--- src/design/thd_pkg.sv ---
// thd_pkg: widths, constants, the arctangent table and shared types of the heading pipeline
// no dependencies; used by every module of tilt_compensated_heading and by its checker

package thd_pkg;

    // sensor and cross product widths
    localparam int InW    = 16;
    localparam int ProdW  = 2 * InW;
    localparam int CrossW = ProdW + 1;

    // normalization: the larger magnitude is shifted up until its top one sits at bit 56
    localparam int MagW   = 57;
    localparam int NormW  = MagW + 1;

    // rotation datapath: gain and the half-plane fold need three extra bits of headroom
    localparam int CordW  = NormW + 3;
    localparam int Steps  = 32;

    // angle in nanodegrees, |z| stays below 2^39
    localparam int AngW   = 40;
    localparam int TabW   = 36;

    // output scaling: n / 1e7 = (n >> 7) / 78125, done as a reciprocal multiply
    localparam int ScaleDrop = 7;
    localparam int QuoInW    = 32;
    localparam int ProdOutW  = 2 * QuoInW;
    localparam int RecipSh   = 48;
    localparam int HeadW     = 16;

    localparam logic signed [AngW-1:0] HalfTurnNd = 40'sd180000000000;
    localparam logic [AngW-1:0]        WrapRound  = 40'd360005000000;
    localparam logic [AngW-1:0]        RoundOnly  = 40'd5000000;
    localparam logic [QuoInW-1:0]      RecipM     = 32'd3602879702;
    localparam logic [HeadW-1:0]       FullTurnCd = 16'd36000;

    // cycles from an accepted transaction to its result strobe
    localparam int Latency = 41;

    // control that travels with every stage
    typedef struct packed {
        logic vld;
        logic zero;
    } t_ctl;

    // atan(2^-idx) in nanodegrees, rounded to nearest
    function automatic logic [TabW-1:0] atan_nd(input int unsigned idx);
        logic [63:0] v;
        case (idx)
            0:       v = 64'd45000000000;
            1:       v = 64'd26565051177;
            2:       v = 64'd14036243468;
            3:       v = 64'd7125016349;
            4:       v = 64'd3576334375;
            5:       v = 64'd1789910608;
            6:       v = 64'd895173710;
            7:       v = 64'd447614171;
            8:       v = 64'd223810500;
            9:       v = 64'd111905677;
            10:      v = 64'd55952892;
            11:      v = 64'd27976453;
            12:      v = 64'd13988227;
            13:      v = 64'd6994114;
            14:      v = 64'd3497057;
            15:      v = 64'd1748528;
            16:      v = 64'd874264;
            default: v = (64'd57295779513 + (64'd1 << (idx - 1))) >> idx;
        endcase
        return v[TabW-1:0];
    endfunction

endpackage

--- src/design/thd_front.sv ---
// thd_front: two stages that form the horizontal field components xh and yh
// depends on thd_pkg

module thd_front (
    input  logic                                i_clk,
    input  logic                                i_rst_n,
    input  logic                                i_vld,
    input  logic signed [thd_pkg::InW-1:0]      i_mag_x,
    input  logic signed [thd_pkg::InW-1:0]      i_mag_y,
    input  logic signed [thd_pkg::InW-1:0]      i_mag_z,
    input  logic signed [thd_pkg::InW-1:0]      i_acc_x,
    input  logic signed [thd_pkg::InW-1:0]      i_acc_y,
    input  logic signed [thd_pkg::InW-1:0]      i_acc_z,
    output logic                                o_vld,
    output logic signed [thd_pkg::CrossW-1:0]   o_xh,
    output logic signed [thd_pkg::CrossW-1:0]   o_yh
);

    logic                              r_p_vld;
    logic signed [thd_pkg::ProdW-1:0]  r_mx_az;
    logic signed [thd_pkg::ProdW-1:0]  r_mz_ax;
    logic signed [thd_pkg::ProdW-1:0]  r_my_az;
    logic signed [thd_pkg::ProdW-1:0]  r_mz_ay;
    logic                              r_d_vld;
    logic signed [thd_pkg::CrossW-1:0] r_xh;
    logic signed [thd_pkg::CrossW-1:0] r_yh;
    logic signed [thd_pkg::CrossW-1:0] n_xh;
    logic signed [thd_pkg::CrossW-1:0] n_yh;

    // valid bits of both stages
    always_ff @(posedge i_clk) begin
        if (!i_rst_n) begin
            r_p_vld <= 1'b0;
            r_d_vld <= 1'b0;
        end else begin
            r_p_vld <= i_vld;
            r_d_vld <= r_p_vld;
        end
    end

    // stage 1: the four products
    always_ff @(posedge i_clk) begin
        r_mx_az <= i_mag_x * i_acc_z;
        r_mz_ax <= i_mag_z * i_acc_x;
        r_my_az <= i_mag_y * i_acc_z;
        r_mz_ay <= i_mag_z * i_acc_y;
    end

    // stage 2: cross differences, one bit wider than the products
    always_comb begin
        n_xh = {r_mx_az[thd_pkg::ProdW-1], r_mx_az} - {r_mz_ax[thd_pkg::ProdW-1], r_mz_ax};
        n_yh = {r_my_az[thd_pkg::ProdW-1], r_my_az} - {r_mz_ay[thd_pkg::ProdW-1], r_mz_ay};
    end

    always_ff @(posedge i_clk) begin
        r_xh <= n_xh;
        r_yh <= n_yh;
    end

    assign o_vld = r_d_vld;
    assign o_xh  = r_xh;
    assign o_yh  = r_yh;

endmodule

--- config.mk ---
export PLATFORM = sky130hd
export DESIGN_NAME = thd_front
export DESIGN_NICKNAME = d
export VERILOG_FILES = /design/src/design/thd_pkg.sv /design/src/design/thd_front.sv
export SDC_FILE = /design/constraint.sdc
export NUM_CORES = 2
export LEC_CHECK = 0
export ABC_AREA = 1
export BUFFER_PORTS_ARGS = -buffer_cell sky130_fd_sc_hd__buf_2
export CAP_MARGIN = 20
export CORE_ASPECT_RATIO = 0.9
export CORE_MARGIN = 2
export CORE_UTILIZATION = 45
export DETAILED_ROUTE_END_ITERATION = 16
export PLACE_DENSITY_LB_ADDON = 0.2
export SYNTH_ARGS = -nofsm -noshare
export SYNTH_HDL_FRONTEND = slang
export SYNTH_SLANG_ARGS = --single-unit
--- constraint.sdc ---
create_clock -name i_clk -period 12.5 [get_ports i_clk]
set_input_delay 0 -clock i_clk [delete_from_list [all_inputs] [get_ports i_clk]]
set_output_delay 0 -clock i_clk [all_outputs]
set_load 0.1 [all_outputs]
==> metrics.md <==
| Metric | Value |
|---|---|
| Final setup viols | `0` |
| WL met3 | `roughly 7.9 mm` |
| Most frequent cells in the layout | `inv_1 (2137), nand2_1 (2006), fa_1 (1050)` |
| Row cnt | `about 120` |
| Tightest Pin Transition | `just under 1 ns` |
| TNS Setup | `0 ns` |
| Fillers | `approximately 11k` |
| Core Footprint | `113500 sq um` |
| Nets | `8525` |
| Ports | `166` |
| Initial antenna violation count | `18` |
| Pin count of the biggest net entering global routing | `35` |
| Die ar. | `roughly 120000 sq um` |
| Slew Limit Fails | `0` |
| WL met2 | `~64 mm` |
| Max H-tree Level | `4` |
| Worst path arrival time | `about 6 ns` |
| CP max FO | `16` |
| Highest clock rate | `~180 MHz` |
| GRT Total Usage | `24.40%` |
| Startpoint types | `primary input` |
| P&R area growth vs syn | `5.016%` |
| RSZ-0062 raised after global routing | `false` |
| Max Cap Viol | `0` |
| Grt ovf | `0` |
| CTS Buf Count | `17` |
| Met1 WL | `around 62 mm` |
| Hold/Removal Path Class | `primary input to flop` |
| Antenna-violating nets left | `0` |
| Vias per cell | `around 4.8` |
| DR vias | `between 40k and 50k` |
| Fin crit share | `between 40% and 50%` |
| Gp weighted congestion | `0.9452` |
| TritonCTS clock tree | `built` |
| Outcome | `complete, no violations` |
| Worst setup path category | `primary input to flop` |
| Routed WL | `136.4 mm` |
| Syn_area_per_cell | `~7.4 sq um` |
| Commonest non-fill, non-tap cell in the layout | `inv_1` |
| Die W | `between 300 and 400 microns` |
| Max_slew headroom | `a little over a third` |
| Sequential share of the synthesized area | `under 10%` |
| Clk_lat worst skew | `about 0.5 ns` |
| Worst-path clk slew | `approximately 0.09 ns` |
| Post-DP HPWL | `between 100 and 150 mm` |
| Top layer in use | `met5` |
| Synth cell types | `32` |
| Clock Path Buffers | `2` |
| Hold Fails Final Rpt | `0` |
| DRT Pass-1 Iters | `5` |
| DR DRC count | `0` |
| PortBufs | `~170` |
| Gate Count Post-Synth | `7004` |
| Synth Cell Area | `approximately 52000 sq um` |
| Worst EP required | `12.90 ns` |
| Post-Syn Nets | `between 8k and 9k` |
| Initial Util | `45.54%` |
| Die Span Y | `approximately 330 microns` |
| Root Buffer | `clkbuf_16` |
| Vias in the first global route | `about 43k` |
| Crit. End Element | `flop` |
| Post-route minimum period | `about 5.5 ns` |
| WL/cell | `between 15 and 20 microns` |
| Clock Sinks | `roughly 200` |
| Yosys Warn Count | `0` |
| Layout cell share with drive strength beyond 1 | `under 10%` |
| DR iter-0 viols | `around 2.5k` |
| First-pass GRT wire length | `229.2 mm` |
| Clock skew | `~0.022 ns` |
| Seq cells post-synth | `roughly 200` |
==> metal layers <==
layer	up-vias	GRT usage (%)
li1	19812	-
met1	19974	33.77
met2	921	41.21
met3	144	3.538
met4	20	3.893
met5	-	0
==> final cells by class <==
| cell class | count | area, sq um | area share, % |
|---|---|---|---|
| Antenna cell | 5 | 12.51 | 0.02306 |
| Clock buffer | 17 | 425.4 | 0.7841 |
| Clock inverter | 15 | 185.2 | 0.3413 |
| Inverter | 2140 | 8033 | 14.81 |
| Multi-Input combinational cell | 4456 | 38910 | 71.72 |
| Sequential cell | 196 | 3924 | 7.232 |
| Tap cell | 1487 | 1861 | 3.429 |
| Timing Repair Buffer | 173 | 903.4 | 1.665 |
==> registers in the layout, indices dropped and copies added (netlist names) <==
name,count
o_xh,33
o_yh,33
r_mx_az,32
r_my_az,32
r_mz_ax,32
r_mz_ay,32
o_vld,1
r_p_vld,1
==> critical path, cell delays in order <==
cell and delay, ns:
dlygate4sd3_1 0.61, buf_2 0.31, or2_2 0.36, fa_1 0.45, fa_1 0.49, inv_1 0.06
fa_1 0.51, fa_1 0.47, fa_1 0.53, inv_1 0.06, fa_1 0.48, inv_1 0.05
ha_1 0.39, nand2_1 0.15, nor2_1 0.20, inv_1 0.10, nor2_1 0.17, nand4_1 0.11
nand3_1 0.15, xor2_1 0.25
==> synthesized netlist by cell type (all sizes together) <==
master | instances | share of area [%]
o211ai | 1 | 0.015
fa | 1050 | 41
a21boi | 3 | 0.044
a21oi | 171 | 1.7
ha | 392 | 9.5
nand3b | 13 | 0.19
o21a | 3 | 0.044
clkbuf | 212 | 1.5
nand3 | 188 | 1.8
nor4 | 6 | 0.085
nand4 | 66 | 0.80
nand2 | 2007 | 15
a31oi | 1 | 0.012
o21bai | 25 | 0.36
a21o | 8 | 0.12
and3 | 2 | 0.024
inv | 2140 | 16
dfxtp | 196 | 7.6
nor3 | 49 | 0.54
nor2 | 265 | 2.0
or2 | 10 | 0.12
xnor2 | 18 | 0.31
o21ai | 73 | 0.71
xor2 | 94 | 1.6
nor3b | 2 | 0.029
and2 | 9 | 0.11
==> logic make-up (layout without fill, tap and decap cells) <==
group / count (synthesis) / count (layout) / share of synthesized area (%)
DFF: 196 / 196 / 7.595
adders and majority gates: 1442 / 1442 / 50.18
other: 0 / 5 / 0
and+or+nand+nor: 2617 / 2617 / 20.28
AOI/OAI and AO/OA: 285 / 285 / 2.957
buffers and inverters: 2352 / 2345 / 17.09
xor gates and xnor gates: 112 / 112 / 1.899
==> stage by stage <==
| step | instance area (sq um) | worst slack, ns | util [%] | instances | hold WS, ns |
|---|---|---|---|---|---|
| after floorplan | 51660 | 7.372 | - | 7004 | 0.09345 |
| after global placement | 53560 | 6.541 | 47.21 | 8445 | 0.1843 |
| after detailed placement | 53560 | 6.476 | 47.21 | 8445 | 0.1893 |
| after CTS | 54240 | 7.000 | 47.81 | 8484 | 0.1149 |
| after global routing | 54240 | 6.591 | 47.81 | 8484 | 0.1541 |
| final | 54250 | 6.998 | 47.82 | 8489 | 0.1279 |
==> path summary, 6_finish.rpt <==
| kind | start | to | slack (ns) | depth (start not counted) |
|---|---|---|---|---|
| worst min-delay path | i_acc_z[0] | r_my_az[0]$_DFF_P_ | 0.13 | 3 |
| worst min register to register | r_p_vld$_SDFF_PN0_ | o_vld$_SDFF_PN0_ | 0.42 | 2 |
| worst max register to register | r_mx_az[0]$_DFF_P_ | o_xh[20]$_DFF_P_ | 10.38 | 13 |
| worst max-delay path | i_mag_y[0] | r_my_az[21]$_DFF_P_ | 7.00 | 20 |
==> repair_timing <==
| item | 4_1_cts | 5_1_grt |
|---|---|---|
| gates resized for setup | 0 | 0 |
| endpoints found under the hold margin | 6 | 0 |
| buffers inserted | 0 | 0 |
| hold buffers | 7 | 0 |
Power is left out: the tool's default activity adds up to more than one toggle a clock period on the data nets, which glitch-free logic cannot reach.
