File: src/design/thd_pkg.sv
// thd_pkg: widths, constants, the arctangent table and shared types of the heading pipeline
// no dependencies; used by every module of tilt_compensated_heading and by its checker

package thd_pkg;

    // sensor and cross product widths
    localparam int InW    = 16;
    localparam int ProdW  = 2 * InW;
    localparam int CrossW = ProdW + 1;

    // normalization: the larger magnitude is shifted up until its top one sits at bit 56
    localparam int MagW   = 57;
    localparam int NormW  = MagW + 1;

    // rotation datapath: gain and the half-plane fold need three extra bits of headroom
    localparam int CordW  = NormW + 3;
    localparam int Steps  = 32;

    // angle in nanodegrees, |z| stays below 2^39
    localparam int AngW   = 40;
    localparam int TabW   = 36;

    // output scaling: n / 1e7 = (n >> 7) / 78125, done as a reciprocal multiply
    localparam int ScaleDrop = 7;
    localparam int QuoInW    = 32;
    localparam int ProdOutW  = 2 * QuoInW;
    localparam int RecipSh   = 48;
    localparam int HeadW     = 16;

    localparam logic signed [AngW-1:0] HalfTurnNd = 40'sd180000000000;
    localparam logic [AngW-1:0]        WrapRound  = 40'd360005000000;
    localparam logic [AngW-1:0]        RoundOnly  = 40'd5000000;
    localparam logic [QuoInW-1:0]      RecipM     = 32'd3602879702;
    localparam logic [HeadW-1:0]       FullTurnCd = 16'd36000;

    // cycles from an accepted transaction to its result strobe
    localparam int Latency = 41;

    // control that travels with every stage
    typedef struct packed {
        logic vld;
        logic zero;
    } t_ctl;

    // atan(2^-idx) in nanodegrees, rounded to nearest
    function automatic logic [TabW-1:0] atan_nd(input int unsigned idx);
        logic [63:0] v;
        case (idx)
            0:       v = 64'd45000000000;
            1:       v = 64'd26565051177;
            2:       v = 64'd14036243468;
            3:       v = 64'd7125016349;
            4:       v = 64'd3576334375;
            5:       v = 64'd1789910608;
            6:       v = 64'd895173710;
            7:       v = 64'd447614171;
            8:       v = 64'd223810500;
            9:       v = 64'd111905677;
            10:      v = 64'd55952892;
            11:      v = 64'd27976453;
            12:      v = 64'd13988227;
            13:      v = 64'd6994114;
            14:      v = 64'd3497057;
            15:      v = 64'd1748528;
            16:      v = 64'd874264;
            default: v = (64'd57295779513 + (64'd1 << (idx - 1))) >> idx;
        endcase
        return v[TabW-1:0];
    endfunction

endpackage

File: src/design/thd_norm.sv
// thd_norm: scales (xh, yh) by a power of two until the larger magnitude reaches 2^56,
// then folds the left half-plane onto the right; depends on thd_pkg

module thd_norm (
    input  logic                               i_clk,
    input  logic                               i_rst_n,
    input  logic                               i_vld,
    input  logic signed [thd_pkg::CrossW-1:0]  i_xh,
    input  logic signed [thd_pkg::CrossW-1:0]  i_yh,
    output thd_pkg::t_ctl                      o_ctl,
    output logic signed [thd_pkg::CordW-1:0]   o_x,
    output logic signed [thd_pkg::CordW-1:0]   o_y,
    output logic signed [thd_pkg::AngW-1:0]    o_z
);

    typedef struct packed {
        logic [thd_pkg::MagW-1:0]         o;
        logic signed [thd_pkg::NormW-1:0] x;
        logic signed [thd_pkg::NormW-1:0] y;
    } t_nv;

    // shift by k when the or-ed magnitude stays below 2^57 afterwards
    function automatic t_nv nstep(input t_nv v, input int unsigned k);
        t_nv r;
        r = v;
        if ((v.o >> (thd_pkg::MagW - k)) == '0) begin
            r.o = v.o << k;
            r.x = v.x << k;
            r.y = v.y << k;
        end
        return r;
    endfunction

    logic [thd_pkg::CrossW-1:0]        ax;
    logic [thd_pkg::CrossW-1:0]        ay;
    logic [thd_pkg::CrossW-1:0]        aor;
    t_nv                               v0;
    t_nv                               n_a;
    t_nv                               n_b;
    t_nv                               n_c;
    t_nv                               r_a;
    t_nv                               r_b;
    t_nv                               r_c;
    thd_pkg::t_ctl                     r_a_ctl;
    thd_pkg::t_ctl                     r_b_ctl;
    thd_pkg::t_ctl                     r_c_ctl;
    thd_pkg::t_ctl                     r_d_ctl;
    logic                              neg;
    logic signed [thd_pkg::CordW-1:0]  cx;
    logic signed [thd_pkg::CordW-1:0]  cy;
    logic signed [thd_pkg::CordW-1:0]  n_x;
    logic signed [thd_pkg::CordW-1:0]  n_y;
    logic signed [thd_pkg::AngW-1:0]   n_z;
    logic signed [thd_pkg::CordW-1:0]  r_x;
    logic signed [thd_pkg::CordW-1:0]  r_y;
    logic signed [thd_pkg::AngW-1:0]   r_z;

    // stage a: magnitudes, zero test, shifts by 32 and 16
    always_comb begin
        ax   = i_xh[thd_pkg::CrossW-1] ? (thd_pkg::CrossW'(0) - i_xh) : i_xh;
        ay   = i_yh[thd_pkg::CrossW-1] ? (thd_pkg::CrossW'(0) - i_yh) : i_yh;
        aor  = ax | ay;
        v0.o = {{(thd_pkg::MagW - thd_pkg::CrossW){1'b0}}, aor};
        v0.x = {{(thd_pkg::NormW - thd_pkg::CrossW){i_xh[thd_pkg::CrossW-1]}}, i_xh};
        v0.y = {{(thd_pkg::NormW - thd_pkg::CrossW){i_yh[thd_pkg::CrossW-1]}}, i_yh};
        n_a  = nstep(nstep(v0, 32), 16);
    end

    // stages b and c: shifts by 8, 4, then 2, 1
    always_comb begin
        n_b = nstep(nstep(r_a, 8), 4);
        n_c = nstep(nstep(r_b, 2), 1);
    end

    // stage d: fold the left half-plane, start the angle at a half turn there
    always_comb begin
        neg = r_c.x[thd_pkg::NormW-1];
        cx  = {{(thd_pkg::CordW - thd_pkg::NormW){r_c.x[thd_pkg::NormW-1]}}, r_c.x};
        cy  = {{(thd_pkg::CordW - thd_pkg::NormW){r_c.y[thd_pkg::NormW-1]}}, r_c.y};
        n_x = neg ? -cx : cx;
        n_y = neg ? -cy : cy;
        n_z = neg ? thd_pkg::HalfTurnNd : '0;
    end

    // valid and zero flags travel with the data
    always_ff @(posedge i_clk) begin
        if (!i_rst_n) begin
            r_a_ctl <= '0;
            r_b_ctl <= '0;
            r_c_ctl <= '0;
            r_d_ctl <= '0;
        end else begin
            r_a_ctl <= '{vld: i_vld, zero: (aor == '0)};
            r_b_ctl <= r_a_ctl;
            r_c_ctl <= r_b_ctl;
            r_d_ctl <= r_c_ctl;
        end
    end

    always_ff @(posedge i_clk) begin
        r_a <= n_a;
        r_b <= n_b;
        r_c <= n_c;
        r_x <= n_x;
        r_y <= n_y;
        r_z <= n_z;
    end

    assign o_ctl = r_d_ctl;
    assign o_x   = r_x;
    assign o_y   = r_y;
    assign o_z   = r_z;

endmodule

File: config.mk
export PLATFORM = sky130hd
export DESIGN_NAME = thd_norm
export DESIGN_NICKNAME = d
export VERILOG_FILES = /design/src/design/thd_pkg.sv /design/src/design/thd_norm.sv
export SDC_FILE = /design/constraint.sdc
export NUM_CORES = 1
export LEC_CHECK = 0
export BUFFER_PORTS_ARGS = -buffer_cell sky130_fd_sc_hd__buf_4
export CAP_MARGIN = 40
export CORE_MARGIN = 1
export CORE_UTILIZATION = 40
export CTS_CLUSTER_DIAMETER = 50
export DETAILED_ROUTE_END_ITERATION = 7
export PLACE_DENSITY_LB_ADDON = 0.3
export RECOVER_POWER = 25
export SLEW_MARGIN = 20
export SYNTH_ARGS = -nofsm -noshare
export SYNTH_HDL_FRONTEND = slang
export SYNTH_SLANG_ARGS = --single-unit
File: constraint.sdc
create_clock -name i_clk -period 3.31 [get_ports i_clk]
set_input_delay 0.4965 -clock i_clk [delete_from_list [all_inputs] [get_ports i_clk]]
set_output_delay 0.4965 -clock i_clk [all_outputs]
set_load 0.02 [all_outputs]
==> results.yml <==
placed_design:
  port_buffers: 205
  dp_hpwl_mm: 41.8
  place.gp.congestion: 0.946
  post-place-ws_ns: -0.304
  placed_cells: 2975
setup_path:
  worst-endpoint-required_ns: 3.74
  crit_type: "flop to flop"
  critical_path.max_stage_delay_ns: 0.65
  path_cells: "or4_1 > nor4_1 > buf_4 > nand4b_1 > inv_2 > nand4_1 > or4_1 > o41ai_2 > xnor2_1"
  rr_endpoint: "o_x[52]$_DFF_P_"
  worstSetupEndpointType: "flop"
  worstRegToRegCells: 9
  start_kind: "flop"
  cp_max_fo: 5
  rr_startpoint: "cx[13]$_DFF_P_"
  worstPathArrival_ns: 3.65
  cp_common_cell: "or4_1"
  reg2reg_slack_ns: 0.09
  critPathSlowestCell: "or4_1"
cells_and_area:
  fin_cells: 3061
  drive_gt1_share_pct: 17.0
  diodes: 0
  fin_nets: 2419
  synthToLayoutAreaGrowth_pct: 22.0
  fillCellCount: 4875
worst_hold_path:
  min_from: "i_vld"
  hold_class: "input port to flop"
  hold_end: "r_a_ctl[1]$_SDFF_PN0_"
  whs_path_depth: 2
floorplan:
  placement_rows: 83
  fp.dieH_um: 230
  pin_count: 233
  core_um2: 51300
  floorplan.initialDensity_pct: 40.4
  die_x_um: 230
  die_area_um2: 52800
clocking:
  clk_path_buf_depth: 3
  h-tree-depth: 2
  cts_buffers: 49
  clk_latency_ns: 0.56
  cts_sinks: 497
  clk_pin_slew_worst_paths_ns: 0.06
  cts-root-buf: "clkbuf_16"
  tritoncts: "yes"
timing:
  skew_ns: 0.0136
  slew-limit-headroom_pct: -10.8
  layout_worst_path_cycle_share_pct: 97.3
  rsz0062_at_grt: "no"
  setup_viol: 0
  worst_slew_pin_slew_ns: 1.66
  worst_slack_ns: 0.0901
  fmax_mhz: 311
  hold_viol_final: 0
  slew_viol_final: 48
  fin_hold_ws_ns: 0.162
  min_period_ns: 3.22
logic_synthesis:
  synth_area_um2: 20700
  yosysWarnings: 0
  yosysMostFrequentCell: "dfxtp_1"
  synth_top_area_share_pct: 48.0
  yosys_register_bits: 497
  netlist_instances: 2021
  synth_commonest_cells: "dfxtp_1 (497), mux2i_1 (357), nand2_1 (155), xnor2_1 (120), clkbuf_1 (90)"
  ys_top_cells_by_area: "dfxtp_1 (48%), mux2i_1 (17%), xnor2_1 (5.1%)"
  avgSynthCellArea_um2: 10.3
  synth_top_area_cell: "dfxtp_1"
  yosysSeqAreaShare_pct: 48.0
  synth_edf_count: 0
  ys.flop_type: "dfxtp_1"
  async_flop_share_pct: 0
  ys_types: 73
global_routing:
  grt_max_degree: 75
  grt_pass1_wl_mm: 83.0
  antenna_found_initial: 1
  track_usage_pct: 19.7
  grt_pass1_vias: 15400
  grt_overflow_total: 0
run_status:
  status: "complete, but fails checks"
  violations: "capacitance limit, slew limit"
route:
  vias: 15500
  drc: 0
  drtIter0Drc: 977
  dr.pass1.iters: 5
  avgRoutedWirePerCell_um: 17.6
  vias_per_cell: 5.08
  drt-total-wl_mm: 53.8
  drtAntennaViolNets: 0
power_and_ir_drop:
  p_leak_nw: 11.5
  ir_drop_mv: 0.349
  power_density_nw_per_um2: 616
job:
  max_cap_viol_count: 1
-- how the worst max path moves through the flow --
stage                         from         endpoint  cells past startpoint
floorplan                  i_xh[0]  r_a[92]$_DFF_P_                     13
global placement           i_yh[1]  r_a[32]$_DFF_P_                     11
detailed placement         i_xh[0]  r_a[32]$_DFF_P_                     13
CTS                  cy[3]$_DFF_P_  o_y[55]$_DFF_P_                      9
global route        cy[13]$_DFF_P_  o_y[53]$_DFF_P_                     10
finish              cx[13]$_DFF_P_  o_x[52]$_DFF_P_                      9
-- registers in the layout (all words and copies together) (netlist names) --
register and cells:
r_b_ctl 2, r_b 119, cx 58, r_a_ctl 2
o_ctl 2, r_c_ctl 2, r_a 131, o_z 1
cy 58, o_y 61, o_x 61
-- cells in the final DEF, fill, tap and decap left out, types with 12 or more instances in the layout --
cell type | synthesis | final
nor3_1 | 23 | 21
clkbuf_16 | 0 | 49
o21ai_1 | 13 | 12
clkbuf_8 | 0 | 12
dfxtp_1 | 497 | 497
clkbuf_1 | 90 | 122
nor2_1 | 41 | 37
nand3_1 | 34 | 34
nand4_1 | 13 | 13
nand2_1 | 155 | 154
a31oi_1 | 29 | 29
o31ai_1 | 49 | 47
mux2i_1 | 357 | 357
and3_1 | 36 | 36
or4_1 | 28 | 28
o41ai_1 | 20 | 19
nand2b_1 | 15 | 15
inv_1 | 20 | 20
a21oi_1 | 64 | 64
buf_4 | 40 | 251
or3_1 | 18 | 18
and2_1 | 48 | 44
xnor2_1 | 120 | 118
o21ai_0 | 84 | 84
a22o_1 | 34 | 34
xor2_1 | 37 | 37
nor4_1 | 20 | 19
conb_1 | 1 | 62
-- through the flow --
stage | setup TNS, ns | area (µm²) | util, % | power, mW
after floorplan | 0 | 21000 | - | 9.22
after global placement | -9.22 | 24100 | 46.9 | 10.6
after detailed placement | -15.85 | 24100 | 46.9 | 10.6
after CTS | 0 | 25700 | 50.1 | 16.1
after global routing | 0 | 25300 | 49.3 | 16.3
final | 0 | 25300 | 49.3 | 15.6
-- final cells by class --
type                       instances  area [µm²]  share of cell area [%]
sequential                       497        9950                    39.3
clock buffer                      63        1400                    5.53
timing repair buffer             382        2550                    10.1
clock inverter                    23         223                   0.880
tap                              680         851                    3.36
inverter                          21        78.8                   0.312
multi-input combinational       1395       10200                    40.5
-- cell families (layout without fill, tap and decap cells) --
kind of cell	after synthesis	in the layout	synth area share (%)
compound gates	331	331	10.5
xor+xnor	157	157	6.63
fa+ha+maj	4	4	0.241
buf+inv	190	489	4.37
flops	497	497	48.0
mux	363	363	17.6
other cells	1	62	0.0181
simple gates	478	478	12.7
-- power by group --
part / internal, mW / switching (mW) / total, mW
registers: 6.80 / 0.496 / 7.29
clock network: 3.22 / 2.23 / 5.46
logic: 1.13 / 1.71 / 2.84
-- routing by layer --
layer | vias to the layer above | routed length (µm) | GRT usage (%)
li1 | 7757 | - | -
met2 | 409 | 25100 | 33.1
met4 | 0 | 1620 | 7.00
met3 | 100 | 2720 | 2.86
met1 | 7271 | 24400 | 25.8
met5 | - | 0 | 0
-- critical path: cells and delay by family (launching register included) --
family | cells | cell delay, ns
flip-flops | 1 | 0.33
AND/OR/NAND/NOR | 5 | 1.88
XOR/XNOR | 1 | 0.25
buffers and inverters | 2 | 0.32
AO/OA/AOI/OAI | 1 | 0.31
-- what timing repair did --
item | in CTS | in global routing
resized for setup | 0 | 7
setup buffers | 0 | 0
setup endpoints to repair | 0 | 8
hold buffers | 0 | 0
Note: power is estimated with default switching activity, not from simulation.
