**src/design/thd_pkg.sv**
```systemverilog
// thd_pkg: widths, constants, the arctangent table and shared types of the heading pipeline
// no dependencies; used by every module of tilt_compensated_heading and by its checker

package thd_pkg;

    // sensor and cross product widths
    localparam int InW    = 16;
    localparam int ProdW  = 2 * InW;
    localparam int CrossW = ProdW + 1;

    // normalization: the larger magnitude is shifted up until its top one sits at bit 56
    localparam int MagW   = 57;
    localparam int NormW  = MagW + 1;

    // rotation datapath: gain and the half-plane fold need three extra bits of headroom
    localparam int CordW  = NormW + 3;
    localparam int Steps  = 32;

    // angle in nanodegrees, |z| stays below 2^39
    localparam int AngW   = 40;
    localparam int TabW   = 36;

    // output scaling: n / 1e7 = (n >> 7) / 78125, done as a reciprocal multiply
    localparam int ScaleDrop = 7;
    localparam int QuoInW    = 32;
    localparam int ProdOutW  = 2 * QuoInW;
    localparam int RecipSh   = 48;
    localparam int HeadW     = 16;

    localparam logic signed [AngW-1:0] HalfTurnNd = 40'sd180000000000;
    localparam logic [AngW-1:0]        WrapRound  = 40'd360005000000;
    localparam logic [AngW-1:0]        RoundOnly  = 40'd5000000;
    localparam logic [QuoInW-1:0]      RecipM     = 32'd3602879702;
    localparam logic [HeadW-1:0]       FullTurnCd = 16'd36000;

    // cycles from an accepted transaction to its result strobe
    localparam int Latency = 41;

    // control that travels with every stage
    typedef struct packed {
        logic vld;
        logic zero;
    } t_ctl;

    // atan(2^-idx) in nanodegrees, rounded to nearest
    function automatic logic [TabW-1:0] atan_nd(input int unsigned idx);
        logic [63:0] v;
        case (idx)
            0:       v = 64'd45000000000;
            1:       v = 64'd26565051177;
            2:       v = 64'd14036243468;
            3:       v = 64'd7125016349;
            4:       v = 64'd3576334375;
            5:       v = 64'd1789910608;
            6:       v = 64'd895173710;
            7:       v = 64'd447614171;
            8:       v = 64'd223810500;
            9:       v = 64'd111905677;
            10:      v = 64'd55952892;
            11:      v = 64'd27976453;
            12:      v = 64'd13988227;
            13:      v = 64'd6994114;
            14:      v = 64'd3497057;
            15:      v = 64'd1748528;
            16:      v = 64'd874264;
            default: v = (64'd57295779513 + (64'd1 << (idx - 1))) >> idx;
        endcase
        return v[TabW-1:0];
    endfunction

endpackage

```
**src/design/thd_out.sv**
```systemverilog
// thd_out: wraps the angle into one turn, rounds to hundredths of a degree by a
// reciprocal multiply and folds a full turn to zero; depends on thd_pkg

module thd_out (
    input  logic                              i_clk,
    input  logic                              i_rst_n,
    input  thd_pkg::t_ctl                     i_ctl,
    input  logic signed [thd_pkg::AngW-1:0]   i_z,
    output logic                              o_valid,
    output logic [thd_pkg::HeadW-1:0]         o_heading
);

    logic [thd_pkg::AngW-1:0]     n_sum;
    logic [thd_pkg::QuoInW-1:0]   r_n;
    logic [thd_pkg::ProdOutW-1:0] r_prod;
    logic [thd_pkg::HeadW-1:0]    quo;
    logic [thd_pkg::HeadW-1:0]    n_head;
    logic [thd_pkg::HeadW-1:0]    r_head;
    thd_pkg::t_ctl                r_s1_ctl;
    thd_pkg::t_ctl                r_s2_ctl;
    logic                         r_vld;

    // stage 1: wrap a negative angle by a full turn and add half a centidegree
    always_comb begin
        n_sum = $unsigned(i_z) + (i_z[thd_pkg::AngW-1] ? thd_pkg::WrapRound : thd_pkg::RoundOnly);
    end

    // stage 3: quotient, a full turn and a zero input vector both read as zero
    always_comb begin
        quo = r_prod[thd_pkg::RecipSh +: thd_pkg::HeadW];
        if (r_s2_ctl.zero) begin
            n_head = '0;
        end else if (quo >= thd_pkg::FullTurnCd) begin
            n_head = quo - thd_pkg::FullTurnCd;
        end else begin
            n_head = quo;
        end
    end

    always_ff @(posedge i_clk) begin
        if (!i_rst_n) begin
            r_s1_ctl <= '0;
            r_s2_ctl <= '0;
            r_vld    <= 1'b0;
        end else begin
            r_s1_ctl <= i_ctl;
            r_s2_ctl <= r_s1_ctl;
            r_vld    <= r_s2_ctl.vld;
        end
    end

    // stage 2: multiply by the reciprocal of 78125
    always_ff @(posedge i_clk) begin
        r_n    <= n_sum[thd_pkg::ScaleDrop +: thd_pkg::QuoInW];
        r_prod <= r_n * thd_pkg::RecipM;
        r_head <= n_head;
    end

    assign o_valid   = r_vld;
    assign o_heading = r_head;

endmodule

```
**config.mk**
```make
export PLATFORM = sky130hd
export DESIGN_NAME = thd_out
export DESIGN_NICKNAME = d
export VERILOG_FILES = /design/src/design/thd_pkg.sv /design/src/design/thd_out.sv
export SDC_FILE = /design/constraint.sdc
export NUM_CORES = 1
export LEC_CHECK = 0
export ABC_CLOCK_PERIOD_IN_PS = 9400
export BUFFER_PORTS_ARGS = -buffer_cell sky130_fd_sc_hd__buf_2
export CORE_MARGIN = 1
export CORE_UTILIZATION = 40
export CTS_BUF_LIST = sky130_fd_sc_hd__clkbuf_4 sky130_fd_sc_hd__clkbuf_8
export CTS_CLUSTER_SIZE = 28
export DETAILED_ROUTE_END_ITERATION = 6
export PLACE_DENSITY = 0.6
export RECOVER_POWER = 50
export SYNTH_ARGS = -nofsm -noshare
export SYNTH_HDL_FRONTEND = slang
export SYNTH_SLANG_ARGS = --single-unit
export TNS_END_PERCENT = 10
```
**constraint.sdc**
```tcl
create_clock -name i_clk -period 9.4 [get_ports i_clk]
set_input_delay 1.88 -clock i_clk [delete_from_list [all_inputs] [get_ports i_clk]]
set_output_delay 1.88 -clock i_clk [all_outputs]
set_load 0.03 [all_outputs]
```
==> results of run 1 <==
==> worst max-delay path, cell delays in order, from the launching register on <==
cell      delay [ps]
dfxtp_1          670
ha_1             430
inv_1            110
fa_1             510
inv_1             50
fa_1             490
inv_1             50
fa_1             500
inv_1             60
fa_1             590
fa_1             450
fa_1             570
fa_1             500
ha_1             370
a21oi_1          360
nor2b_1          180
o21ai_0           90
a21boi_0         440
o21ai_1          190
o21a_1           210
a311o_1          330
xor2_1           150
==> final cells by class <==
type	instances	area, um^2
clock inverter	5	58.8
timing repair buffer	55	255
tap	688	861
antenna	1	2.50
multi-input combinational	1346	17500
clock buffer	11	151
inverter	655	2460
sequential	69	1380
fill	5080	30000
==> state kept, by name, summed over array words and instances, names as in the netlist <==
signal,cells
r_s1_ctl,2
o_valid,1
r_n,32
r_s2_ctl,2
o_heading,16
r_prod,16
==> cells in the final DEF (no fill, tap or decap), types with 4 or more instances in the layout <==
| master | count |
|---|---|
| inv_1 | 655 |
| nor2_1 | 50 |
| nor2b_1 | 12 |
| nand2b_1 | 5 |
| xnor2_1 | 35 |
| or3_1 | 4 |
| o2111ai_1 | 7 |
| nand2_1 | 58 |
| and2_1 | 10 |
| o211ai_1 | 5 |
| o21ai_0 | 38 |
| nor4_1 | 4 |
| o21bai_1 | 16 |
| clkbuf_8 | 11 |
| clkbuf_1 | 18 |
| and3_1 | 11 |
| nand3_1 | 16 |
| xor2_1 | 21 |
| a211o_1 | 5 |
| ha_1 | 328 |
| o21a_1 | 6 |
| a31oi_1 | 12 |
| fa_1 | 512 |
| buf_2 | 36 |
| a21oi_1 | 75 |
| nand4_1 | 12 |
| o31ai_1 | 4 |
| dfxtp_1 | 69 |
| nor3_1 | 11 |
| a211oi_1 | 8 |
| o21ai_1 | 4 |
| a21o_1 | 26 |
==> layer usage <==
metal / share of wire (%) / vias up / GRT usage, %
li1: - / 6489 / -
met1: 42 / 7362 / 31.1
met2: 49 / 414 / 39.3
met3: 5.6 / 73 / 3.60
met4: 3.6 / 0 / 8.64
met5: 0 / - / 0
==> metrics by stage <==
step                      worst slack, ps  instance area (um^2)  instances  util, %
after floorplan                      2910                 21300       2078        -
after global placement               2160                 22400       2813     42.6
after detailed placement             2120                 22400       2813     42.6
after CTS                            2090                 22600       2829     43.0
after global routing                 1790                 22600       2829     43.0
final                                1990                 22600       2830     43.0
==> worst paths after layout <==
kind                     from          end  cells past startpoint
hold reg to reg   r_s1_ctl[1]  r_s2_ctl[1]                      1
setup / recovery      r_n[10]   r_prod[61]                     21
setup reg to reg      r_n[10]   r_prod[61]                     21
hold / removal    r_s1_ctl[1]  r_s2_ctl[1]                      1
==> logic make-up (layout without fill, tap and decap cells) <==
group,after synthesis,count (layout)
AOI/OAI and AO/OA,238,238
adders and majority gates,840,840
DFF,69,69
other,0,1
buffers and inverters,663,726
xor gates and xnor gates,56,56
and+or+nand+nor,212,212
==> results.cfg, run 1 <==
[floorplanning]
rows = 84
coreArea_um2 = 52700
die_area_um2 = 54300
start_util_pct = 40.5
die_x_um = 233
die_h_um = 233
io_pins = 61

[run]
drv_cap = 0

[placement]
gp_congestion = 0.977
portBuffers = 54
dp_hpwl_mm = 54.5

[setup_path]
critPathArrivalTime_ps = 7700
cp-end-kind = register
cp-start-kind = register
worstSetupPathType = reg2reg
cp_max_fo = 8
required_ps = 9700
regToRegSetupSlack_ps = 1990

[logic_synthesis]
synth_top_family_by_area = adder cells
synth_edf_count = 0
synth_seq_cells = 69
syn-num-nets = 2962
synth_common_cells = inv_1, fa_1, ha_1
postSynthCellCount = 2078
synth_largest_area_cell = fa_1
synth_compound_area_share_pct = 7.25
synthMuxAreaShare_pct = 0
synth.yosys.seq_area_share_pct = 6.47
synth-simple-area-share_pct = 5.01
ys_warn_count = 0
ys.flop_type = dfxtp_1
synthDominantCellAreaShare_pct = 48.0
synth-xor-area-share_pct = 2.30
synth_cell_types = 65
synth_area_per_cell_um2 = 10.3
yosysMostFrequentCell = inv_1
synthAdderAreaFrac_pct = 67.3
ys_top_cells_by_area = fa_1, ha_1, inv_1, dfxtp_1, a21oi_1
async_reset_ff_share_pct = 0
synth_area_um2 = 21300

[routing]
drc = 0
first_iter_violations = 929
num_vias = 14300
final_antenna_net_count = 0
wire_per_inst_um = 21.1
drt-total-wl_mm = 59.8
first_pass_iters = 5
drt-vias-per-instance = 5.07

[sta]
worstMarginPinSlew_ps = 1010
whs_ps = 441
max_freq_mhz = 135
finalSetupTns_ps = 0
hold_viol = 0
clock_skew_ps = 17.8
slew_headroom_pct = 31.8
setup_viol = 0
finalCriticalPeriod_ps = 7410
finalCritPeriodShare_pct = 78.8
slew_viol_final = 0
rsz0062_at_grt = false

[clock_network]
clk_pin_slew_ps = 90
cts_resized = 0
numCtsBuffers = 9
clock-sinks = 69
cts_max_level = 3
hold_buffers = 0
cts-root-buf = clkbuf_8
post-cts-setup-buffers = 0
clk_path_buf_depth = 2
clkLatencyLatePin_ps = 410
cts_tree = yes

[global_route]
grt_usage_pct = 23.6
grt_first_pass_wirelength_mm = 92.7
grt_max_degree = 17
grt_pass1_vias = 15700
gr-total-overflow = 0
antenna_found_initial = 0

[outcome]
status = completed

[final_layout]
final_nets = 3020
drive_gt1_share_pct = 3.13
syn_to_final_growth_pct = 6.07

[min_path]
min_path_type = reg2reg
Power of run 1 is not shown: default switching activity piles up to over one toggle a cycle in this logic, so the estimate is an artifact.
==> inputs of run 2 (changes only) <==
--- a/config.mk
+++ b/config.mk
@@ -5,14 +5,15 @@
 export SDC_FILE = /design/constraint.sdc
 export NUM_CORES = 1
 export LEC_CHECK = 0
-export ABC_CLOCK_PERIOD_IN_PS = 9400
+export ABC_AREA = 1
+export ABC_CLOCK_PERIOD_IN_PS = 6000
 export BUFFER_PORTS_ARGS = -buffer_cell sky130_fd_sc_hd__buf_2
 export CORE_MARGIN = 1
 export CORE_UTILIZATION = 40
 export CTS_BUF_LIST = sky130_fd_sc_hd__clkbuf_4 sky130_fd_sc_hd__clkbuf_8
 export CTS_CLUSTER_SIZE = 28
 export DETAILED_ROUTE_END_ITERATION = 6
-export PLACE_DENSITY = 0.6
+export PLACE_DENSITY = 0.62
 export RECOVER_POWER = 50
 export SYNTH_ARGS = -nofsm -noshare
 export SYNTH_HDL_FRONTEND = slang
==> constraint.sdc (replaced) <==
create_clock -name i_clk -period 6 [get_ports i_clk]
set_input_delay 1.2 -clock i_clk [delete_from_list [all_inputs] [get_ports i_clk]]
set_output_delay 1.2 -clock i_clk [all_outputs]
set_load 0.03 [all_outputs]
==> run 2 against run 1 <==
Compared with the run above:
- the run now ends with negative setup slack left
- worst setup slack worse by 2100 ps
- non-clock buffer count up 257
- core utilization increased by 4.2 points
- area after synthesis rose by 11%
- global-route usage grew 1.1 points
- first-iteration DRC count is 36% higher
- clock-buffer cell count shrank 2
- synthesized cell count up 38%
- wire length up 16%
- critical path type unchanged
==> results.cfg, run 2 <==
[outcome]
status = complete, but fails checks
violations = negative setup slack

[final_layout]
largest_reg_flops = 32
syn_to_final_growth_pct = 15.4
final_cell_mix = inv_1, nand2_1, fa_1
final_nets = 4076
stdcell_area_um2 = 27400
regMostFlops = r_n
final_common_cell = inv_1
stdcell_count = 3963
drive_gt1_share_pct = 12.9

[clock_network]
clk_pin_slew_ps = 80
cts_tree = yes
post-cts-setup-buffers = 0
cts_max_level = 3
clkLatencyLatePin_ps = 400
numCtsBuffers = 9
clk_path_buf_depth = 2
cts-root-buf = clkbuf_8
clock-sinks = 69

[sta]
slew_headroom_pct = 67.7
finalCriticalPeriod_ps = 6070
whs_ps = 398
max_freq_mhz = 165
clock_skew_ps = 21.4
finalCritPeriodShare_pct = 101
setup_viol = 4
setup_slack_ps = -68.9
worstMarginPinSlew_ps = 480
rsz0062_at_grt = true
slew_viol_final = 0
hold_viol = 0
finalSetupTns_ps = -159

[run]
drv_cap = 0

[placement]
dp_hpwl_mm = 64.7
dp.cells = 3946
gp_congestion = 1.02
placed_cell_area_um2 = 27000
portBuffers = 54

[logic_synthesis]
ys_warn_count = 0
synth_seq_cells = 69
synth_common_cells = inv_1, nand2_1, fa_1
postSynthCellCount = 2871
synth_edf_count = 0
synth.yosys.seq_area_share_pct = 5.82
synth_area_um2 = 23700
synthDominantCellAreaShare_pct = 43.2
synth_largest_area_cell = fa_1
async_reset_ff_share_pct = 0
synth_area_per_cell_um2 = 8.27
ys.flop_type = dfxtp_1
synth_cell_types = 37
syn-num-nets = 3755
yosysMostFrequentCell = inv_1
ys_top_cells_by_area = fa_1, ha_1, inv_1, nand2_1, dfxtp_1

[setup_path]
required_ps = 6280
cp-start-kind = register
rr_startpoint = r_n[13]
critPathArrivalTime_ps = 6350
cp-end-kind = register
setup.worst_path.end = r_prod[48]
r2r_end = r_prod[48]
cp_max_fo = 7
regToRegSetupSlack_ps = -70
cp-startpoint = r_n[13]
reg2reg_depth = 23
worstSetupPathType = reg2reg

[global_route]
antenna_found_initial = 1
grt_first_pass_wirelength_mm = 110
grt_pass1_vias = 19500
grt_max_degree = 14
grt_usage_pct = 24.7
gr-total-overflow = 0

[routing]
drc = 0
num_vias = 18400
first_pass_iters = 6
first_iter_violations = 1266
drt-vias-per-instance = 4.64
drt-total-wl_mm = 69.6
final_antenna_net_count = 0
wire_per_inst_um = 17.6

[floorplanning]
die_x_um = 246
die_h_um = 246
rows = 88
start_util_pct = 40.8
die_area_um2 = 60300
io_pins = 61
coreArea_um2 = 58100

[min_path]
min_delay_path_depth = 2
min_path_type = reg2reg
[run 2: cell count changes after synthesis, sizes merged, moves of 11 or more]
cell   previous run  this run
a21o             26         2
a21oi            75        63
nor2b            13         0
nand3            16        64
nand2            58       596
a31oi            12         0
inv             655       947
xnor2            35         5
nor3             11        27
nor2             50       147
and3             11         0
[run 2: cell type report]
| type | instances | area, um^2 |
|---|---|---|
| Clock inverter | 7 | 50.0 |
| Timing Repair Buffer | 312 | 2260 |
| Sequential cell | 69 | 1420 |
| Antenna cell | 1 | 2.50 |
| Fill cell | 5803 | 30700 |
| Tap cell | 765 | 957 |
| Inverter | 948 | 3560 |
| Multi-Input combinational cell | 1852 | 19000 |
| Clock buffer | 9 | 124 |
[run 2: kinds of logic after synthesis]
logic type               synth area share (%)
buffers and inverters                    15.0
AND/OR/NAND/NOR                          15.0
adder cells (fa/ha/maj)                  60.5
AO/OA/AOI/OAI                            2.64
flip-flops                               5.82
XOR/XNOR                                 1.03
[run 2: what timing repair did]
action	4_1_cts	5_1_grt
setup endpoints to repair	16	16
gates resized for setup	51	26
hold buffers	0	0
pin swaps	8	13
[run 2: worst min path at each step]
stage,startpoint,endpoint
after floorplan,r_prod[48],o_heading[0]
after global placement,r_s1_ctl[1],r_s2_ctl[1]
after detailed placement,r_s1_ctl[1],r_s2_ctl[1]
after CTS,r_prod[50],o_heading[2]
after global routing,r_prod[51],o_heading[3]
final,r_prod[50],o_heading[2]
[run 2: worst max-delay path: stages, from the launching register on]
cell,delay (ps)
dfxtp_1,330
buf_12,140
ha_2,380
inv_1,70
fa_1,490
inv_1,50
fa_1,490
inv_1,50
fa_1,490
inv_1,80
fa_1,600
fa_1,440
fa_1,490
fa_1,540
ha_4,310
nand2_2,90
buf_4,140
nor2_1,80
buf_4,140
nand2_1,70
nor3_1,160
nand3_1,140
nand4_1,110
nand2_1,50
[run 2: stage by stage]
step / setup WS [ps] / utilization [%]
2_1_floorplan: 269 / -
3_3_place_gp: -167 / 46.4
3_5_place_dp: -138 / 46.4
4_1_cts: -26.8 / 47.0
5_1_grt: -291 / 47.1
6_report: -68.9 / 47.1
[run 2: metal layers]
| layer | track usage (%) | share of wire, % | vias up |
|---|---|---|---|
| li1 | - | - | 8959 |
| met1 | 34.4 | 46 | 8867 |
| met2 | 39.8 | 45 | 480 |
| met3 | 2.76 | 5.6 | 94 |
| met4 | 8.70 | 3.4 | 0 |
| met5 | 0 | 0 | - |
Power of run 2 is left out for the same reason.
==> inputs of run 3 (changes only) <==
--- a/config.mk
+++ b/config.mk
@@ -13,7 +13,7 @@
 export CTS_BUF_LIST = sky130_fd_sc_hd__clkbuf_4 sky130_fd_sc_hd__clkbuf_8
 export CTS_CLUSTER_SIZE = 28
 export DETAILED_ROUTE_END_ITERATION = 6
-export PLACE_DENSITY = 0.62
+export PLACE_DENSITY = 0.63
 export RECOVER_POWER = 50
 export SYNTH_ARGS = -nofsm -noshare
 export SYNTH_HDL_FRONTEND = slang
==> run 3 against run 2 <==
Compared with the run above:
- the run now ends clean
- via count is 0.16% higher
- non-clock buffer count down 3
- cell count is essentially flat
- worst setup slack better by 75 ps
- clock-buffer cell count is 1 higher
- wire length is 0.44% higher
- worst hold slack improved by 9.9 ps
- cell area rose by 2.7%
- clock skew fell by 4.3 ps
- register-to-register slack improved by 70 ps
- critical endpoint is now r_prod[53]
- highest routed layer unchanged
==> results.cfg, run 3 (synthesis results as in run 2) <==
[sta]
max_freq_mhz = 167
finalSetupTns_ps = 0
clock_skew_ps = 17.1
slew_headroom_pct = 67.3
finalCritPeriodShare_pct = 99.9
rsz0062_at_grt = true
setup_viol = 0
worstMarginPinSlew_ps = 485
hold_viol = 0
setup_slack_ps = 5.80
finalCriticalPeriod_ps = 5990
slew_viol_final = 0

[setup_path]
cp-start-kind = register
required_ps = 6280
critPathMaxStageDelay_ps = 630
worstSetupPathType = reg2reg
cp_max_fo = 4
reg2reg_depth = 20
r2r_end = r_prod[53]
critPathArrivalTime_ps = 6280
regToRegSetupSlack_ps = 6
crit_buf_inv = 3
cp-end-kind = register
cpMostUsedCell = fa_2
crit_path_cell_trace = buf_4, buf_4, ha_1, fa_1, fa_2, fa_2, fa_2, fa_2, fa_1, fa_1, ha_4, nand2_4, nor2_4, inv_2, nor3_4, nand3_2, nor2_1, nand2_1, nand3_1, nand2_1
slowest_stage = fa_2
critPathTopFamily = adder cells
rr_startpoint = r_n[10]

[final_layout]
final_common_cell = inv_1
drive_gt1_share_pct = 17.1
stdcell_area_um2 = 28200
final_cell_mix = inv_1, nand2_1, fa_1
final_nets = 4073
fillers = 5620
syn_to_final_growth_pct = 18.6
regMostFlops = r_n
largest_reg_flops = 32

[global_route]
gr-total-overflow = 0
grt_first_pass_wirelength_mm = 110
grt_max_degree = 14
grt_pass1_vias = 19400
antenna_found_initial = 1
grt_usage_pct = 24.6

[min_path]
min_delay_path_depth = 2
min_from = r_prod[50]
min_path_type = reg2reg
min_to = o_heading[2]

[routing]
drt-total-wl_mm = 69.9
first_iter_violations = 1255
drc = 0
first_pass_iters = 6
wire_per_inst_um = 17.7
final_antenna_net_count = 0
num_vias = 18400
drt-vias-per-instance = 4.65

[floorplanning]
coreArea_um2 = 58100
io_pins = 61
start_util_pct = 40.8
die_area_um2 = 60300
die_x_um = 246
rows = 88
die_h_um = 246

[placement]
placed_cell_area_um2 = 26900
post-place-ws_ps = -161
dp_hpwl_mm = 64.2
portBuffers = 54
gp_congestion = 0.989

[clock_network]
cts_tree = yes
hold_buffers = 0
clock-sinks = 69
clk_pin_slew_ps = 90
cts_max_level = 3
clkLatencyLatePin_ps = 410
cts-root-buf = clkbuf_8
numCtsBuffers = 9
clk_path_buf_depth = 2

[outcome]
status = completed

[run]
drv_cap = 0
[run 3: per-layer routing]
metal / vias up / track usage [%] / wire, um
li1: 8952 / - / -
met2: 537 / 39.5 / 31500
met5: - / 0 / 0
met4: 0 / 8.90 / 2830
met3: 96 / 3.58 / 4520
met1: 8844 / 33.6 / 31100
[run 3: area by class of cell]
type | count | area, um^2 | share of cell area (%)
Inverter | 948 | 3560 | 12.6
Timing Repair Buffer | 309 | 2300 | 8.18
Antenna cell | 2 | 5.00 | 0.0178
Tap cell | 765 | 957 | 3.40
Clock buffer | 10 | 138 | 0.489
Clock inverter | 6 | 46.3 | 0.164
Multi-Input combinational cell | 1852 | 19700 | 70.0
Sequential cell | 69 | 1450 | 5.14
[run 3: worst max path at each step]
stage | startpoint | endpoint | cells past startpoint
after detailed placement | r_n[10] | r_prod[49] | 21
after floorplan | r_n[18] | r_prod[56] | 24
after CTS | r_n[12] | r_prod[63] | 24
after global placement | r_n[16] | r_prod[61] | 20
final | r_n[10] | r_prod[53] | 20
after global routing | r_n[17] | r_prod[55] | 26
[run 3: worst register-to-register path, stage by stage, from the launching register on]
cell     delay, ps
dfxtp_4        380
buf_4          140
buf_4          140
ha_1           310
fa_1           490
fa_2           630
fa_2           460
fa_2           570
fa_2           470
fa_1           490
fa_1           550
ha_4           330
nand2_4         70
nor2_4         120
inv_2           60
nor3_4         200
nand3_2        110
nor2_1         110
nand2_1         80
nand3_1         80
nand2_1        100
[run 3: timing repair]
action                     CTS  global route
gates resized for setup     71           183
setup endpoints to repair   16            16
setup buffers                4             6
pin swaps                   29            89
[run 3: stage by stage]
stage	hold WS, ps	instances	utilization (%)
floorplan	388	2871	-
CTS	413	3953	47.0
global placement	394	3935	46.3
detailed placement	397	3935	46.3
global route	422	3959	48.4
finish	408	3961	48.4
Power of run 3 is left out for the same reason.
